**src/rtl/aging_linear_probe_hash_table_core_macros.svh**
```systemverilog
// Assertion macros used by the hash table top level.
`ifndef AGING_LINEAR_PROBE_HASH_TABLE_CORE_MACROS_SVH
`define AGING_LINEAR_PROBE_HASH_TABLE_CORE_MACROS_SVH

// Checks that a condition implies a property in the same cycle.
`define ALPH_ASSERT_IMPL(lbl, ante, cons) \
	lbl: assert property (@(posedge clk) disable iff (!arst_n) (ante) |-> (cons)) \
		else $error("hash table assertion failed");

// Checks that a condition implies a property in the next cycle.
`define ALPH_ASSERT_NEXT(lbl, ante, cons) \
	lbl: assert property (@(posedge clk) disable iff (!arst_n) (ante) |=> (cons)) \
		else $error("hash table assertion failed");

`endif

```
**src/rtl/alph_pkg.sv**
```systemverilog
// Types and constants of the aging linear-probe hash table.
package alph_pkg;

	localparam int TABLE_DEPTH = 256;
	localparam int IDX_W = $clog2(TABLE_DEPTH);
	localparam int CNT_W = $clog2(TABLE_DEPTH + 1);
	localparam int BUCKET_MULT = 23;

	typedef enum logic [1:0] {
		OP_ADD    = 2'd0,
		OP_LOOKUP = 2'd1,
		OP_SWEEP  = 2'd2,
		OP_NOP    = 2'd3
	} op_t;

	localparam logic [1:0] KIND_10 = 2'd0;
	localparam logic [1:0] KIND_12 = 2'd1;

	localparam logic [1:0] STATUS_INSERTED  = 2'd0;
	localparam logic [1:0] STATUS_REFRESHED = 2'd1;
	localparam logic [1:0] STATUS_FULL      = 2'd2;

	typedef enum logic [1:0] {
		BK_IDLE,
		BK_READ,
		BK_EVAL
	} bk_state_t;

	typedef struct packed {
		logic [63:0] head;
		logic [23:0] tail;
		logic [21:0] key;
		logic [7:0]  age;
	} entry_t;

	typedef struct packed {
		op_t            op;
		logic           skip;
		logic [1:0]     kind;
		logic [21:0]    key;
		logic [63:0]    head;
		logic [23:0]    tail;
		logic [7:0]     limit;
		logic [IDX_W-1:0] start;
	} task_t;

endpackage

```
**src/rtl/alph_queue.sv**
```systemverilog
// Two-entry command queue between the front end and the table engine.
module alph_queue (
	input  logic            clk,
	input  logic            arst_n,
	input  logic            push,
	input  alph_pkg::task_t din,
	input  logic            pop,
	output alph_pkg::task_t dout,
	output logic            full,
	output logic            empty
);
	import alph_pkg::*;

	task_t      slot_q [2];
	logic       wr_ptr_q;
	logic       rd_ptr_q;
	logic [1:0] fill_q;

	assign full  = (fill_q == 2'd2);
	assign empty = (fill_q == 2'd0);
	assign dout  = slot_q[rd_ptr_q];

	always_ff @(posedge clk) begin
		if (push) begin
			slot_q[wr_ptr_q] <= din;
		end
	end

	always_ff @(posedge clk or negedge arst_n) begin
		if (!arst_n) begin
			wr_ptr_q <= 1'b0;
			rd_ptr_q <= 1'b0;
			fill_q   <= 2'd0;
		end else begin
			if (push) begin
				wr_ptr_q <= !wr_ptr_q;
			end
			if (pop) begin
				rd_ptr_q <= !rd_ptr_q;
			end
			fill_q <= 2'(fill_q + {1'b0, push} - {1'b0, pop});
		end
	end

endmodule

```
**config.mk**
```make
export PLATFORM = sky130hd
export DESIGN_NAME = alph_queue
export DESIGN_NICKNAME = d
export VERILOG_FILES = /design/src/rtl/aging_linear_probe_hash_table_core_macros.svh /design/src/rtl/alph_pkg.sv /design/src/rtl/alph_queue.sv
export SDC_FILE = /design/constraint.sdc
export NUM_CORES = 1
export LEC_CHECK = 0
export BUFFER_PORTS_ARGS = -buffer_cell sky130_fd_sc_hd__buf_4
export CAP_MARGIN = 20
export CORE_ASPECT_RATIO = 0.5
export CORE_UTILIZATION = 28
export CTS_CLUSTER_SIZE = 24
export DETAILED_ROUTE_END_ITERATION = 6
export GPL_TIMING_DRIVEN = 0
export HOLD_SLACK_MARGIN = 0.08
export PLACE_DENSITY_LB_ADDON = 0.25
export SLEW_MARGIN = 10
export SYNTH_ARGS = -nofsm -noshare
export SYNTH_HDL_FRONTEND = slang
export SYNTH_SLANG_ARGS = --single-unit
```
**constraint.sdc**
```tcl
create_clock -name clk -period 8.6 [get_ports clk]
set_clock_uncertainty 0.2 [all_clocks]
set_input_delay 1.29 -clock clk [delete_from_list [all_inputs] [get_ports clk]]
set_output_delay 1.29 -clock clk [all_outputs]
set_load 0.03 [all_outputs]
```
==> results of run 1 <==
==> registers in the layout, summed over array words and instances (netlist names) <==
| register | flops |
|---|---|
| slot_q | 262 |
| wr_ptr_q | 1 |
| fill_q | 2 |
| rd_ptr_q | 1 |
==> metal layers <==
| layer | vias up | share of wire, % | wire length, um |
|---|---|---|---|
| li1 | 2283 | - | - |
| met2 | 65 | 57 | 12950 |
| met1 | 2553 | 37 | 8412 |
| met3 | 36 | 2.6 | 591 |
| met5 | - | 0 | 0 |
| met4 | 0 | 2.7 | 609 |
==> worst max-delay path, cell delays in order, from the launching register on <==
cell and delay (ps):
dfrtp_1 340, buf_6 130, buf_8 170, buf_6 210
mux2_4 320, buf_4 170
==> power by group <==
| part | total (mW) | switching [mW] | leakage [nW] | internal, mW |
|---|---|---|---|---|
| Clock | 1.08 | 0.477 | 0.384 | 0.598 |
| Sequential | 1.77 | 0.0570 | 2.51 | 1.72 |
| Combinational | 1.96 | 1.12 | 2.36 | 0.848 |
| Total | 4.81 | 1.65 | 5.25 | 3.16 |
==> final cells by class <==
cell class              instances  area (um^2)  area share, %
flip-flops and latches        266         7968          58.83
multi-input cells             140         1874          13.84
clock inverters                15        92.59         0.6837
plain buffers                  15        141.4          1.044
well taps                     475        594.3          4.388
repair buffers                274         2175          16.06
inverters                       2        7.507        0.05543
clock buffers                  31        690.7          5.100
==> stage by stage <==
stage | utilization (%) | setup TNS (ps) | total power, mW
final | 38.95 | 0 | 4.813
after floorplan | - | 0 | 3.128
after CTS | 38.95 | 0 | 4.902
after detailed placement | 36.69 | 0 | 3.807
after global placement | 36.18 | -441960 | 3.815
after global routing | 38.95 | 0 | 5.022
==> synth_stat cells, drive strengths merged <==
cell type / n / area share (%)
and2: 1 / 0.063
nor2b: 2 / 0.13
edfxtp: 262 / 79
dfrtp: 4 / 1.0
xor2: 2 / 0.18
nor2: 1 / 0.038
inv: 2 / 0.075
xor3: 1 / 0.24
mux2: 131 / 18
buf: 15 / 1.4
ha: 2 / 0.25
==> logic make-up after synthesis <==
family,after synthesis
XOR/XNOR,3
buffers and inverters,17
AND/OR/NAND/NOR,4
flip-flops,266
adder cells (fa/ha/maj),2
multiplexers,131
==> layout by cell type, fill, tap and decap left out <==
cell        Yosys  layout
edfxtp_1      262     262
inv_1           2       2
buf_8           1       1
buf_16          0       4
xor2_1          2       2
xor3_1          1       1
nor2b_1         2       1
clkinvlp_4      0       1
nor2_1          1       1
mux2_4         80      80
buf_2           5       5
ha_1            2       2
clkbuf_1        0       4
bufinv_16       0       1
buf_6           9       9
nor2b_4         0       1
buf_4           0     267
clkinv_2        0       5
clkbuf_16       0      27
buf_12          0       3
and2_4          0       1
clkinv_1        0       8
dfrtp_1         4       4
mux2_2         51      51
==> path summary, 6_finish.rpt <==
kind / to / cells after the start / slack [ps]
max: dout[75] / 5 / 5230
min: rd_ptr_q / 1 / 350
max reg2reg: slot_q[1][74] / 3 / 6410
min reg2reg: wr_ptr_q / 1 / 350
max in group asynchronous: fill_q[1] / 1 / 7750
min in group clk: wr_ptr_q / 1 / 350
==> impl_metrics.yaml, run 1 <==
clock_tree:
  clockBufferDepth: 3
  post_cts_resized: 0
  htreeDepth: 1
  cts_made_buffers: 26
  ctsHoldBuffers: 0
  postCtsSetupRepairBufs: 0
  clockRootBuffer: "clkbuf_16"
  path_clk_slew_ps: 60
  insertion_delay_ps: 530
  cts.sinks: 266
  cts_tree: "yes"
global_route:
  antenna_found_initial: 0
  overflow: 0
  grt_max_degree: 55
  grt_util_met1_pct: 13.65
  grt_pass1_vias: 5162
  grt_usage_pct: 12.07
  grt_use_met2_pct: 22.98
  grt_first_pass_wirelength_um: 32400
  grt_busiest_layer: "met2"
  use_met3_pct: 2.145
sta:
  min_period_ps: 3366
  hold_slack_ps: 346.6
  slew_headroom_pct: 47.89
  timing.fmax_ghz: 0.2971
  report.final.slew_viol_count: 0
  worstMarginPinSlew_ps: 780.0
  rsz0062_at_grt: "no"
  finalHoldViolCount: 0
  finalCritPeriodShare_pct: 39.14
  finalSetupViolCount: 0
  fin_ws_ps: 5234
routing:
  drc: 0
  firstDrtPassIters: 4
  via_per_inst: 4.053
  wire_per_inst_um: 18.53
  drt-initial-drc-count: 266
  routed_wl_um: 22560
  postRouteAntennaNets: 0
  route.vias.total: 4937
setup_path:
  worstSetupStartpointType: "flop"
  startpoint: "rd_ptr_q"
  cp.arrival_ps: 1880
  critPathCaptureType: "output pin"
  crit_type: "reg -> out"
  r2r_start: "wr_ptr_q"
  critPathMaxFanout: 10
  worstPathRequired_ps: 7110
placed_design:
  post-place-ws_ps: 5414
  post-dp-hpwl_um: 15830
  place_congestion: 0.7147
  place.detailed.instances: 1172
  dpl-instance-area_um2: 12760
  portBuffers: 267
power_and_ir_drop:
  ir_drop_mv: 0.2371
  p_per_area_nw_per_um2: 355.4
  total_leakage_power_nw: 5.252
synthesis:
  avgSynthCellArea_um2: 23.60
  synthXorXnorAreaFrac_pct: 0.4137
  synthMuxAreaShare_pct: 17.79
  synth-compound-area-share_pct: 0
  synthesis.nets: 560
  syn_inst: 423
  synth_fa_ha_area_share_pct: 0.2507
  synth_top_family_by_area: "multiplexers"
  yosysSeqAreaShare_pct: 79.83
  synth-seq-cells: 266
  yosys_warnings: 0
  synth.cell_area_um2: 9981
  synthSimpleGateAreaFrac_pct: 0.2256
  synth_cell_type_count: 14
run:
  maxCapViolations: 0
finish:
  n_antenna_cell: 0
  nFillCells: 3205
  area_growth_pct: 35.69
  drive_gt1_share_pct: 61.37
  stdcell_count: 1218
  nets: 862
  final_area_um2: 13540
status:
  status: "complete, no violations"
floorplanning:
  die_w_um: 269.0
  core_um2: 34770
  dieArea_um2: 36450
  start_util_pct: 28.70
  rows: 48
  ios: 268
  dieHeight_um: 135.5
worst_hold_path:
  min_path_type: "in -> async"
(Power assumes the default switching activity.)
==> run 2: changes to the inputs <==
- clock period: 8.6 -> 2.8 ns (I/O delays scaled with it)
==> run 2 against run 1 <==
- setup slack worse by 5000 ps
- count of clock-buffer cells in the layout fell by 2
- final cell count is 11% higher
- critical endpoint is now dout[48]
==> impl_metrics.yaml, run 2 (synthesized netlist as in run 1, its figures left out) <==
sta:
  min_period_ps: 2527
  finalSetupViolCount: 0
  slew_headroom_pct: 46.11
  report.final.slew_viol_count: 0
  finalHoldViolCount: 0
  fin_ws_ps: 272.6
  hold_slack_ps: 345.6
  finalCritPeriodShare_pct: 90.26
  rsz0062_at_grt: "no"
  timing.fmax_ghz: 0.3957
  worstMarginPinSlew_ps: 806.6
finish:
  layout_common_cells: "buf_4 (267), edfxtp_1 (262), dlygate4sd3_1 (135)"
  drive_gt1_share_pct: 52.39
  stdcell_count: 1355
  top_regs: "slot_q: 262 flops, fill_q: 2 flops"
  area_growth_pct: 49.89
  layout_commonest_cell: "buf_4"
  n_antenna_cell: 0
  largest_reg_flops: 262
  nets: 998
  regMostFlops: "slot_q"
placed_design:
  place.detailed.instances: 1172
  post-dp-hpwl_um: 15800
  place_congestion: 0.6933
  portBuffers: 267
  post-place-ws_ps: 283.2
status:
  status: "complete, no violations"
global_route:
  grt_usage_pct: 12.37
  overflow: 0
  grt_util_met1_pct: 13.41
  grt_first_pass_wirelength_um: 33830
  grt_busiest_layer: "met2"
  grt_pass1_vias: 5878
  grt_max_degree: 56
  grt_use_met2_pct: 24.11
  use_met3_pct: 2.454
  antenna_found_initial: 0
routing:
  drt-initial-drc-count: 208
  routed_wl_um: 23220
  route.vias.total: 5427
  drc: 0
  wire_per_inst_um: 17.14
  firstDrtPassIters: 4
  postRouteAntennaNets: 0
  via_per_inst: 4.005
clock_tree:
  cts_tree: "yes"
  postCtsSetupRepairBufs: 0
  clockRootBuffer: "clkbuf_16"
  clockBufferDepth: 3
  cts_made_buffers: 27
  ctsHoldBuffers: 135
  path_clk_slew_ps: 60
  post_cts_resized: 0
  htreeDepth: 1
  cts.sinks: 266
  insertion_delay_ps: 540
setup_path:
  worstSetupStartpointType: "flop"
  critPathMaxFanout: 10
  cpPeakStageDelay_ps: 340
  worstPathRequired_ps: 2180
  cp.arrival_ps: 1910
  crit_type: "reg -> out"
  critPathCaptureType: "output pin"
  crit_top_cell: "buf_6"
  cp_cell_sequence: "buf_6, buf_8, buf_6, mux2_4, buf_4"
  cp_slowest_cell: "dfrtp_1"
floorplanning:
  ios: 268
  dieArea_um2: 36450
  dieHeight_um: 135.5
  start_util_pct: 28.70
  core_um2: 34770
  die_w_um: 269.0
  rows: 48
run:
  maxCapViolations: 0
worst_hold_path:
  min_path_type: "reg -> reg"
power_and_ir_drop:
  ir_drop_mv: 0.3988
  p_per_area_nw_per_um2: 1016
  total_leakage_power_nw: 5.845
## run 2: cell type report
cell class / instances / area [um^2]
Clock inverter: 19 / 173.9
Inverter: 2 / 7.507
Clock buffer: 29 / 683.2
Buffer: 15 / 141.4
Timing Repair Buffer: 409 / 3518
Sequential cell: 266 / 7968
Fill cell: 3099 / 19810
Multi-Input combinational cell: 140 / 1874
Tap cell: 475 / 594.3
## run 2: stage by stage
step / util (%) / setup TNS, ps / area, um^2 / power (mW)
floorplan: - / -28970 / 9990 / 9.512
global placement: 36.20 / -350890 / 12590 / 11.57
detailed placement: 36.67 / 0 / 12750 / 11.69
CTS: 43.02 / 0 / 14960 / 15.48
global route: 43.02 / 0 / 14960 / 15.84
finish: 43.02 / 0 / 14960 / 15.20
## run 2: path summary, 6_finish.rpt
| path | from | to | slack [ps] | cells after the start |
|---|---|---|---|---|
| max reg2reg | wr_ptr_q | slot_q[0][87] | 470 | 4 |
| min | wr_ptr_q | wr_ptr_q | 350 | 1 |
| min reg2reg | wr_ptr_q | wr_ptr_q | 350 | 1 |
| max | rd_ptr_q | dout[48] | 270 | 5 |
| max in group asynchronous | arst_n | rd_ptr_q | 1630 | 3 |
| min in group asynchronous | arst_n | fill_q[1] | 590 | 3 |
## run 2: metal layers
layer | vias up | part of all wire, %
li1 | 2569 | -
met1 | 2740 | 37
met2 | 76 | 58
met3 | 42 | 2.7
met4 | 0 | 2.8
met5 | - | 0
## run 2: power by group
part | switching [mW] | leakage (nW) | internal [mW]
Clock | 1.51 | 0.417 | 2.03
Combinational | 3.48 | 2.92 | 2.72
Sequential | 0.175 | 2.51 | 5.27
## run 2: critical path, delay by kind of cell, from the launching register on
kind                   cells  cell delay [ps]
buffers and inverters      4              700
flip-flops                 1              340
multiplexers               1              310
