==> src/rtl/aging_linear_probe_hash_table_core_macros.svh <==
// Assertion macros used by the hash table top level.
`ifndef AGING_LINEAR_PROBE_HASH_TABLE_CORE_MACROS_SVH
`define AGING_LINEAR_PROBE_HASH_TABLE_CORE_MACROS_SVH

// Checks that a condition implies a property in the same cycle.
`define ALPH_ASSERT_IMPL(lbl, ante, cons) \
	lbl: assert property (@(posedge clk) disable iff (!arst_n) (ante) |-> (cons)) \
		else $error("hash table assertion failed");

// Checks that a condition implies a property in the next cycle.
`define ALPH_ASSERT_NEXT(lbl, ante, cons) \
	lbl: assert property (@(posedge clk) disable iff (!arst_n) (ante) |=> (cons)) \
		else $error("hash table assertion failed");

`endif

==> src/rtl/alph_pkg.sv <==
// Types and constants of the aging linear-probe hash table.
package alph_pkg;

	localparam int TABLE_DEPTH = 256;
	localparam int IDX_W = $clog2(TABLE_DEPTH);
	localparam int CNT_W = $clog2(TABLE_DEPTH + 1);
	localparam int BUCKET_MULT = 23;

	typedef enum logic [1:0] {
		OP_ADD    = 2'd0,
		OP_LOOKUP = 2'd1,
		OP_SWEEP  = 2'd2,
		OP_NOP    = 2'd3
	} op_t;

	localparam logic [1:0] KIND_10 = 2'd0;
	localparam logic [1:0] KIND_12 = 2'd1;

	localparam logic [1:0] STATUS_INSERTED  = 2'd0;
	localparam logic [1:0] STATUS_REFRESHED = 2'd1;
	localparam logic [1:0] STATUS_FULL      = 2'd2;

	typedef enum logic [1:0] {
		BK_IDLE,
		BK_READ,
		BK_EVAL
	} bk_state_t;

	typedef struct packed {
		logic [63:0] head;
		logic [23:0] tail;
		logic [21:0] key;
		logic [7:0]  age;
	} entry_t;

	typedef struct packed {
		op_t            op;
		logic           skip;
		logic [1:0]     kind;
		logic [21:0]    key;
		logic [63:0]    head;
		logic [23:0]    tail;
		logic [7:0]     limit;
		logic [IDX_W-1:0] start;
	} task_t;

endpackage

==> src/rtl/alph_front.sv <==
// Front end: accepts commands, normalizes callsigns and computes the first probe slot.
module alph_front (
	input  logic                 start,
	input  logic                 full,
	input  logic [1:0]           operation,
	input  logic [21:0]          hash_key,
	input  logic [1:0]           hash_kind,
	input  logic [63:0]          name_head,
	input  logic [23:0]          name_tail,
	input  logic [7:0]           age_limit,
	output logic                 push,
	output alph_pkg::task_t      task_out
);
	import alph_pkg::*;

	logic [87:0] chars;
	logic [87:0] norm;
	logic [9:0]  bucket;
	logic [14:0] prod;
	op_t         op;

	assign op = op_t'(operation);
	assign push = start && !full;
	assign chars = {name_head, name_tail};

	// Every character after the first zero character is forced to zero.
	always_comb begin
		logic ended;
		ended = 1'b0;
		norm = chars;
		for (int i = 0; i < 11; i++) begin
			if (ended) begin
				norm[87 - 8 * i -: 8] = 8'h00;
			end else if (chars[87 - 8 * i -: 8] == 8'h00) begin
				ended = 1'b1;
			end
		end
	end

	always_comb begin
		bucket = hash_key[21:12];
		if (op == OP_LOOKUP) begin
			if (hash_kind == KIND_10) begin
				bucket = hash_key[9:0];
			end else if (hash_kind == KIND_12) begin
				bucket = hash_key[11:2];
			end
		end
	end

	assign prod = 15'(bucket * 15'(BUCKET_MULT));

	always_comb begin
		task_out.op    = op;
		task_out.skip  = (op == OP_NOP) || (op == OP_ADD && name_head[63:56] == 8'h00);
		task_out.kind  = hash_kind;
		task_out.key   = hash_key;
		task_out.head  = norm[87:24];
		task_out.tail  = norm[23:0];
		task_out.limit = age_limit;
		task_out.start = (op == OP_SWEEP) ? '0 : IDX_W'(prod % TABLE_DEPTH);
	end

endmodule

==> config.mk <==
export PLATFORM = sky130hd
export DESIGN_NAME = alph_front
export DESIGN_NICKNAME = d
export VERILOG_FILES = /design/src/rtl/aging_linear_probe_hash_table_core_macros.svh /design/src/rtl/alph_pkg.sv /design/src/rtl/alph_front.sv
export SDC_FILE = /design/constraint.sdc
export NUM_CORES = 1
export LEC_CHECK = 0
export ABC_CLOCK_PERIOD_IN_PS = 6300
export BUFFER_PORTS_ARGS = -buffer_cell sky130_fd_sc_hd__buf_2
export CORE_AREA = 3 3 97 99
export DETAILED_ROUTE_END_ITERATION = 16
export DIE_AREA = 0 0 100 102
export PLACE_DENSITY = 0.69
export SETUP_SLACK_MARGIN = 0.15
export SLEW_MARGIN = 20
export SYNTH_ARGS = -nofsm -noshare
export SYNTH_HDL_FRONTEND = slang
export SYNTH_SLANG_ARGS = --single-unit
==> constraint.sdc <==
create_clock -name vclk -period 6.3
set_input_delay 1.26 -clock vclk [all_inputs]
set_output_delay 1.26 -clock vclk [all_outputs]
set_load 0.03 [all_outputs]
==> run_results.csv, run 1 <==
group,metric,value,unit
place,placed_cells,561,
worst_setup_path,start_kind,"primary input",
place,hpwl,7690,um
floorplan,fp.coreArea,0.00864,mm2
floorplan,die_area,0.0102,mm2
synth,yosysSeqAreaShare,0,%
worst_setup_path,crit_path_end_kind,"output pin",
timing,max_freq,169,MHz
power_and_ir_drop,pwr-share-clk,0,%
routing,drc_errors,0,
global_routing,grt_usage,14.5,%
power_and_ir_drop,p_per_area,159,mW/mm2
synth,synth_xor_area_share,4.74,%
synth,yosys.area.top_type,"buf_4",
timing,relSlewSlack,35.4,%
worst_setup_path,path_cells,"buf_2 > nor3b_4 > mux2_4 > inv_2 > ha_1 > inv_1 > fa_1 > fa_1 > inv_1 > ha_1 > o21ai_1 > o21bai_1 > a21oi_1 > xnor3_1 > nor2_1 > buf_4",
timing,finalSetupViolations,0,
floorplan,num_io_pins,256,
power_and_ir_drop,vdd_drop_max,0.0000885,V
worst_setup_path,cp_slowest_cell,"fa_1",
worst_setup_path,arrival,4.67,ns
synth,yosysUniqueCellTypes,29,
layout,area_growth,51.3,%
power_and_ir_drop,p_leak,1.68,nW
power_and_ir_drop,p_comb_share,100.0,%
global_routing,antenna_found_initial,0,
synth,yosysTopAreaCellShare,17.2,%
routing,wl,8250,um
layout,fillers,954,
layout,final_cells,561,
synth,synth_area,0.00187,mm2
routing,via_per_inst,4.49,
min_path,hold_path_class,"primary input to output pin",
global_routing,grt_max_degree,21,
synth,synthCells,272,
worst_setup_path,required,5.04,ns
synth,synth.area.top_cells,"buf_4 17%, and2_1 13%, ha_1 8.0%, fa_1 7.5%, and3_1 7.3%",
global_routing,grt_pass1_wl,12100,um
timing,grt_setup_unrepaired,"no",
timing,period_needed,5.93,ns
power_and_ir_drop,power.internal,0.172,mW
layout,n_antenna_cell,0,
power_and_ir_drop,netSwitchingFraction,61.9,%
layout,seq_area,0,um2
timing,maxSlewViolCount,0,
floorplan,row_count,34,
routing,routedWlPerCell,14.7,um
routing,dr.first_iter.drc_count,38,
synth,yosys_warnings,0,
synth,avgSynthCellArea,6.89,um2
synth,synthAdderAreaFrac,15.5,%
run_status,status,"finished clean",
routing,num_vias,2521,
run,maxCapViolations,0,
power_and_ir_drop,pwr-share-seq,0,%
worst_setup_path,path_max_fanout,3,
timing,hold_viol_final,0,
worst_setup_path,path_delay_family,"adder cells",
layout,final_cell_area,0.00284,mm2
synth,synth_compound_area_share,5.61,%
synth,synth-simple-area-share,42.9,%
floorplan,fp.dieW,100,um
layout,nets,598,
synth,synthesis.nets,415,
global_routing,first_global_vias,2362,
synth,synth.area.mux_share,6.68,%
clocking,postCtsSetupRepairBufs,0,
worst_setup_path,worstSetupPathType,"primary input to output pin",
floorplan,initial_core_util,21.7,%
worst_setup_path,cpPeakStageDelay,0.52,ns
synth,synth_top_family_by_area,"simple AND/OR/NAND/NOR gates",
layout,layout-drive-gt1-share,53.2,%
floorplan,die_h,102,um
global_routing,grt-ovfl-total,0,
timing,fin_crit_sh,94.1,%
place,finalWeightedCongestion,0.877,
worst_setup_path,cp_num_buf_inv,5,
place,postPlaceCellArea,0.00282,mm2
timing,final.setup.tns,0,ns
layout,seq_cell_count,0,
routing,dr.pass1.iters,4,
timing,tightest_slew,0.965,ns
power_and_ir_drop,p_sw,0.280,mW
place,portBuffers,232,
routing,antenna_left,0,
layout,clock_buffers,0,
==> layout by cell type, fill, tap and decap left out <==
cell type / instances
buf_2: 231
and2_1: 40
inv_1: 25
and3_1: 22
nor2_1: 17
nor4_1: 14
nand2_1: 13
ha_1: 12
nor3_1: 10
nor3b_1: 9
mux2i_1: 8
a21oi_1: 7
fa_1: 7
or4_1: 5
a21o_1: 4
nor2b_1: 4
mux2_2: 3
a211oi_1: 3
xnor2_1: 3
nand4_1: 2
xor2_1: 2
xnor3_1: 2
buf_4: 2
nand3_1: 1
nor3b_4: 1
mux2_4: 1
inv_2: 1
o21ai_1: 1
a21oi_2: 1
o21bai_1: 1
buf_6: 1
==> repair_timing <==
item | in CTS | in global routing
gates resized for setup | 0 | 8
setup endpoints to repair | 0 | 1
hold buffers | 0 | 0
==> power by group through the flow <==
stage | logic [mW] | registers (mW) | clock network [mW]
after CTS | 0.451 | 0 | 0
after global placement | 0.446 | 0 | 0
final | 0.452 | 0 | 0
after floorplan | 0.338 | 0 | 0
after detailed placement | 0.449 | 0 | 0
after global routing | 0.493 | 0 | 0
==> stage by stage <==
stage | utilization [%] | hold WS (ns) | power (mW) | setup WS [ns]
floorplan | - | 2.63 | 0.338 | 0.216
global placement | 32.7 | 2.52 | 0.446 | 0.289
detailed placement | 32.7 | 2.52 | 0.449 | 0.254
CTS | 32.7 | 2.52 | 0.451 | 0.248
global route | 32.8 | 2.52 | 0.493 | 0.152
finish | 32.8 | 2.52 | 0.452 | 0.370
==> path summary, 6_finish.rpt <==
check	startpoint	endpoint	slack, ns	depth (start not counted)
min	age_limit[2]	task_out[10]	2.52	0
max	hash_kind[1]	task_out[7]	0.37	16
==> logic make-up after synthesis <==
logic type,count (synthesis)
and+or+nand+nor,138
AOI/OAI and AO/OA,17
adders and majority gates,19
xor gates and xnor gates,7
buffers and inverters,79
muxes,12
==> layout make-up <==
cell class	instances	area [um2]	share of cell area (%)
Multi-Input combinational cell	193	1420	50.1
Timing Repair Buffer	234	1180	41.7
Tap cell	108	135	4.76
Inverter	26	97.6	3.44
==> synth_stat cells (4+ instances only) <==
cell       n
buf_4     43
and2_1    40
inv_1     26
and3_1    22
nor2_1    17
nor4_1    14
nand2_1   13
ha_1      12
nor3_1    10
nor3b_1    9
a21oi_1    8
clkbuf_1   8
mux2i_1    8
fa_1       7
or4_1      5
a21o_1     4
nor2b_1    4
==> routing by layer <==
| layer | vias up | wire length [um] | GRT usage, % |
|---|---|---|---|
| li1 | 1241 | - | - |
| met1 | 1125 | 2880 | 15.5 |
| met2 | 143 | 4470 | 29.9 |
| met3 | 12 | 798 | 2.59 |
| met4 | 0 | 108 | 1.76 |
| met5 | - | 0 | 0 |
No activity file was read; power rests on OpenSTA's default activity.
==> run 2: changes to the inputs <==
--- a/config.mk
+++ b/config.mk
@@ -5,11 +5,11 @@
 export SDC_FILE = /design/constraint.sdc
 export NUM_CORES = 1
 export LEC_CHECK = 0
-export ABC_CLOCK_PERIOD_IN_PS = 6300
+export ABC_CLOCK_PERIOD_IN_PS = 6900
 export BUFFER_PORTS_ARGS = -buffer_cell sky130_fd_sc_hd__buf_2
-export CORE_AREA = 3 3 97 99
+export CORE_AREA = 4 4 98 100
 export DETAILED_ROUTE_END_ITERATION = 16
-export DIE_AREA = 0 0 100 102
+export DIE_AREA = 0 0 102 104
 export PLACE_DENSITY = 0.69
 export SETUP_SLACK_MARGIN = 0.15
 export SLEW_MARGIN = 20
==> constraint.sdc (replaced) <==
create_clock -name vclk -period 6.9
set_input_delay 1.38 -clock vclk [all_inputs]
set_output_delay 1.38 -clock vclk [all_outputs]
set_load 0.03 [all_outputs]
==> run_results.csv, run 2 (synthesis gave the netlist of run 1 again) <==
group,metric,value,unit
run_status,status,"finished clean",
worst_setup_path,critPathMostFrequentCell,"ha_1",
routing,routedWlPerCell,15.3,um
routing,antenna_left,0,
routing,via_per_inst,4.52,
place,finalWeightedCongestion,0.824,
timing,hold_viol_final,0,
routing,num_vias,2533,
floorplan,row_count,34,
power_and_ir_drop,vdd_drop_max,0.0000753,V
timing,tightest_slew,0.935,ns
global_routing,grt_max_degree,21,
worst_setup_path,arrival,5.01,ns
power_and_ir_drop,p_comb_share,100.0,%
timing,final.setup.tns,0,ns
floorplan,initial_core_util,21.6,%
timing,maxSlewViolCount,0,
floorplan,num_io_pins,256,
floorplan,fp.coreArea,0.00868,mm2
timing,whs,2.76,ns
routing,drc_errors,0,
place,post-place-ws,0.515,ns
worst_setup_path,path_delay_family,"adder cells",
timing,setup_ws,0.512,ns
layout,fillers,967,
routing,dr.pass1.iters,4,
power_and_ir_drop,power.internal,0.153,mW
power_and_ir_drop,p_per_area,146,mW/mm2
timing,period_needed,6.39,ns
worst_setup_path,crit_path_end_kind,"output pin",
global_routing,first_global_vias,2502,
power_and_ir_drop,pwr-share-seq,0,%
layout,seq_area,0,um2
layout,nets,597,
floorplan,die_h,104,um
layout,final_cell_mix,"232 x buf_2, 40 x and2_1, 26 x inv_1",
clocking,postCtsSetupRepairBufs,0,
place,hpwl,8030,um
layout,n_antenna_cell,0,
power_and_ir_drop,p_sw,0.258,mW
min_path,hold_path_class,"primary input to output pin",
layout,area_growth,50.2,%
clocking,postCtsHoldBufs,0,
layout,layout-drive-gt1-share,52.4,%
place,portBuffers,232,
timing,finalSetupViolations,0,
worst_setup_path,cp_slowest_cell,"fa_1",
global_routing,grt_pass1_wl,12500,um
worst_setup_path,start_kind,"primary input",
layout,clock_buffers,0,
layout,final_common_cell,"buf_2",
run,maxCapViolations,0,
worst_setup_path,path_cells,"buf_2 > nor3b_4 > buf_4 > nor2_1 > a21oi_1 > ha_1 > ha_1 > inv_1 > fa_1 > inv_1 > ha_1 > o21ai_0 > o21bai_1 > a21oi_1 > xnor3_1 > nor2_1 > buf_2",
timing,grt_setup_unrepaired,"no",
floorplan,fp.dieW,102,um
worst_setup_path,cp_num_buf_inv,5,
global_routing,grt_usage,14.6,%
worst_setup_path,required,5.52,ns
routing,dr.first_iter.drc_count,35,
power_and_ir_drop,p_leak,1.67,nW
worst_setup_path,path_max_fanout,13,
layout,seq_cell_count,0,
routing,wl,8550,um
worst_setup_path,worstSetupPathType,"primary input to output pin",
worst_setup_path,cpPeakStageDelay,0.49,ns
global_routing,antenna_found_initial,0,
clocking,cts_resized,0,
timing,fin_crit_sh,92.6,%
timing,relSlewSlack,37.5,%
global_routing,grt-ovfl-total,0,
timing,max_freq,157,MHz
power_and_ir_drop,netSwitchingFraction,62.7,%
power_and_ir_drop,pwr-share-clk,0,%
floorplan,die_area,0.0106,mm2
[run 2: cell types whose count changed in the layout (fill, tap and decap cells not counted), sizes merged]
cell	delta
buf	-1
[run 2: worst paths after layout]
kind / from / endpoint / slack, ns / depth (start not counted)
min: age_limit[3] / task_out[11] / 2.76 / 0
max: hash_kind[1] / task_out[7] / 0.51 / 17
[run 2: power by group through the flow]
stage / clock network [mW] / registers, mW / logic [mW]
after floorplan: 0 / 0 / 0.308
after global placement: 0 / 0 / 0.406
after detailed placement: 0 / 0 / 0.415
after CTS: 0 / 0 / 0.416
after global routing: 0 / 0 / 0.449
final: 0 / 0 / 0.411
[run 2: layer usage]
| layer | vias to the layer above | GRT usage (%) | share of wire [%] |
|---|---|---|---|
| met5 | - | 0 | 0 |
| met4 | 0 | 2.72 | 2.1 |
| met3 | 12 | 3.76 | 12 |
| met2 | 164 | 28.0 | 51 |
| met1 | 1122 | 15.6 | 35 |
| li1 | 1235 | - | - |
[run 2: through the flow]
| step | cell area (um2) | instances | utilization [%] | power (mW) |
|---|---|---|---|---|
| detailed placement | 2820 | 560 | 32.4 | 0.415 |
| floorplan | 1870 | 272 | - | 0.308 |
| finish | 2820 | 560 | 32.4 | 0.411 |
| CTS | 2820 | 560 | 32.4 | 0.416 |
| global placement | 2820 | 560 | 32.4 | 0.406 |
| global route | 2820 | 560 | 32.4 | 0.449 |
[run 2: final cells by class]
| class | count | area [um2] | share of cell area (%) |
|---|---|---|---|
| Inverter | 26 | 97.6 | 3.47 |
| Tap cell | 108 | 135 | 4.80 |
| Timing Repair Buffer | 233 | 1170 | 41.5 |
| Multi-Input combinational cell | 193 | 1410 | 50.2 |
==> run 3: changes to the inputs <==
--- a/config.mk
+++ b/config.mk
@@ -5,12 +5,12 @@
 export SDC_FILE = /design/constraint.sdc
 export NUM_CORES = 1
 export LEC_CHECK = 0
-export ABC_CLOCK_PERIOD_IN_PS = 6900
+export ABC_CLOCK_PERIOD_IN_PS = 5400
 export BUFFER_PORTS_ARGS = -buffer_cell sky130_fd_sc_hd__buf_2
-export CORE_AREA = 4 4 98 100
+export CORE_AREA = 4 4 97 99
 export DETAILED_ROUTE_END_ITERATION = 16
-export DIE_AREA = 0 0 102 104
-export PLACE_DENSITY = 0.69
+export DIE_AREA = 0 0 101 103
+export PLACE_DENSITY = 0.72
 export SETUP_SLACK_MARGIN = 0.15
 export SLEW_MARGIN = 20
 export SYNTH_ARGS = -nofsm -noshare
==> constraint.sdc (replaced) <==
create_clock -name vclk -period 5.4
set_input_delay 1.08 -clock vclk [all_inputs]
set_output_delay 1.08 -clock vclk [all_outputs]
set_load 0.03 [all_outputs]
==> run_results.csv, run 3 (synthesis gave the netlist of run 1 again) <==
group,metric,value,unit
power_and_ir_drop,p_leak,1.82,nW
worst_setup_path,crit_path_end_kind,"output pin",
global_routing,grt-ovfl-total,0,
worst_setup_path,required,4.32,ns
place,finalWeightedCongestion,0.787,
routing,dr.first_iter.drc_count,30,
layout,seq_cell_count,0,
floorplan,num_io_pins,256,
layout,nets,623,
worst_setup_path,cp_slowest_cell,"fa_1",
worst_setup_path,path_max_fanout,3,
place,portBuffers,232,
timing,fin_crit_sh,98.4,%
worst_setup_path,start_kind,"primary input",
timing,grt_setup_unrepaired,"yes",
power_and_ir_drop,p_per_area,208,mW/mm2
clocking,postCtsHoldBufs,0,
layout,area_growth,72.0,%
layout,n_antenna_cell,0,
floorplan,die_h,103,um
power_and_ir_drop,netSwitchingFraction,56.4,%
power_and_ir_drop,power.internal,0.292,mW
routing,routedWlPerCell,14.4,um
floorplan,fp.coreArea,0.00855,mm2
place,postPlaceCellArea,0.00297,mm2
worst_setup_path,crit_cells,17,
timing,tightest_slew,0.911,ns
place,hpwl,7560,um
global_routing,grt_max_degree,21,
timing,relSlewSlack,39.0,%
floorplan,die_area,0.0104,mm2
floorplan,initial_core_util,21.9,%
routing,via_per_inst,4.52,
layout,final_common_cell,"buf_2",
global_routing,grt_pass1_wl,12000,um
worst_setup_path,crit_path_end,"task_out[7]",
place,post-place-ws,-0.230,ns
power_and_ir_drop,p_sw,0.378,mW
routing,num_vias,2649,
worst_setup_path,path_delay_family,"adder cells",
worst_setup_path,worstSetupPathType,"primary input to output pin",
power_and_ir_drop,pwr-share-seq,0,%
timing,period_needed,5.31,ns
layout,final_cell_mix,"227 x buf_2, 40 x and2_1, 22 x and3_1, 22 x buf_4, 18 x inv_1",
global_routing,grt_usage,14.1,%
min_path,hold_path_class,"primary input to output pin",
worst_setup_path,cp_num_buf_inv,6,
layout,clock_buffers,0,
timing,maxSlewViolCount,0,
timing,finalSetupViolations,0,
layout,seq_area,0,um2
routing,wl,8460,um
layout,final_cell_area,0.00322,mm2
timing,max_freq,188,MHz
run_status,status,"finished clean",
layout,layout-drive-gt1-share,60.9,%
worst_setup_path,path_cells,"buf_8 > nor3b_4 > buf_4 > mux2_4 > inv_4 > ha_4 > inv_2 > fa_1 > fa_1 > inv_2 > ha_4 > o21ai_2 > o21bai_2 > a21oi_4 > xnor3_1 > nor2_4 > buf_6",
worst_setup_path,cpPeakStageDelay,0.51,ns
power_and_ir_drop,p_comb_share,100.0,%
run,maxCapViolations,0,
routing,drc_errors,0,
routing,dr.pass1.iters,4,
timing,hold_viol_final,0,
floorplan,fp.dieW,101,um
timing,setup_ws,0.0877,ns
power_and_ir_drop,pwr-share-clk,0,%
global_routing,antenna_found_initial,1,
power_and_ir_drop,vdd_drop_max,0.000109,V
worst_setup_path,arrival,4.23,ns
worst_setup_path,crit_start,"operation[1]",
routing,antenna_left,0,
floorplan,row_count,34,
global_routing,first_global_vias,2546,
[run 3: changes by cell type in the layout (fill, tap and decap cells not counted), moves of 4 or more]
cell and change:
buf_4 +21, buf_6 +9, inv_1 -8, inv_2 +7
a21oi_1 -5, buf_2 -5, ha_1 -5, ha_4 +5
nor2_1 -5, nor2_4 +4
[run 3: area by class of cell]
cell class	count	area, um2
fill	902	5330
inverter	26	100
tap	108	135
timing repair buffer	259	1420
multi-input combinational	193	1570
[run 3: routing by layer]
metal | vias up | GRT usage, % | wire, um
met5 | - | 0 | 13
met4 | 2 | 0.818 | 65
met3 | 12 | 3.38 | 919
met2 | 160 | 29.9 | 4410
met1 | 1184 | 14.3 | 3060
li1 | 1291 | - | -
[run 3: power groups by stage]
| stage | clock (mW) | sequential, mW | combinational [mW] |
|---|---|---|---|
| final | 0 | 0 | 0.671 |
| after global routing | 0 | 0 | 0.717 |
| after CTS | 0 | 0 | 0.632 |
| after detailed placement | 0 | 0 | 0.576 |
| after global placement | 0 | 0 | 0.570 |
| after floorplan | 0 | 0 | 0.406 |
[run 3: repair_timing]
item,CTS,global route
cloned,1,0
setup buffers,3,3
setup endpoints to repair,3,2
pin swaps,14,10
gates resized for setup,31,17
[run 3: worst min-delay path by stage]
stage | start | to | slack, ns | cells past startpoint
CTS | hash_key[10] | task_out[114] | 2.16 | 0
floorplan | full | push | 2.27 | 1
finish | hash_key[21] | task_out[125] | 2.16 | 0
global placement | hash_key[10] | task_out[114] | 2.16 | 0
detailed placement | hash_key[10] | task_out[114] | 2.16 | 0
global route | hash_key[21] | task_out[125] | 2.16 | 0
[run 3: through the flow]
| stage | setup TNS (ns) | total power [mW] | instances | utilization [%] | hold slack [ns] |
|---|---|---|---|---|---|
| floorplan | 0 | 0.406 | 272 | - | 2.27 |
| global placement | -0.106 | 0.570 | 579 | 34.8 | 2.16 |
| detailed placement | -0.230 | 0.576 | 579 | 34.8 | 2.16 |
| CTS | 0 | 0.632 | 583 | 36.6 | 2.16 |
| global route | 0 | 0.717 | 586 | 37.7 | 2.16 |
| finish | 0 | 0.671 | 586 | 37.7 | 2.16 |
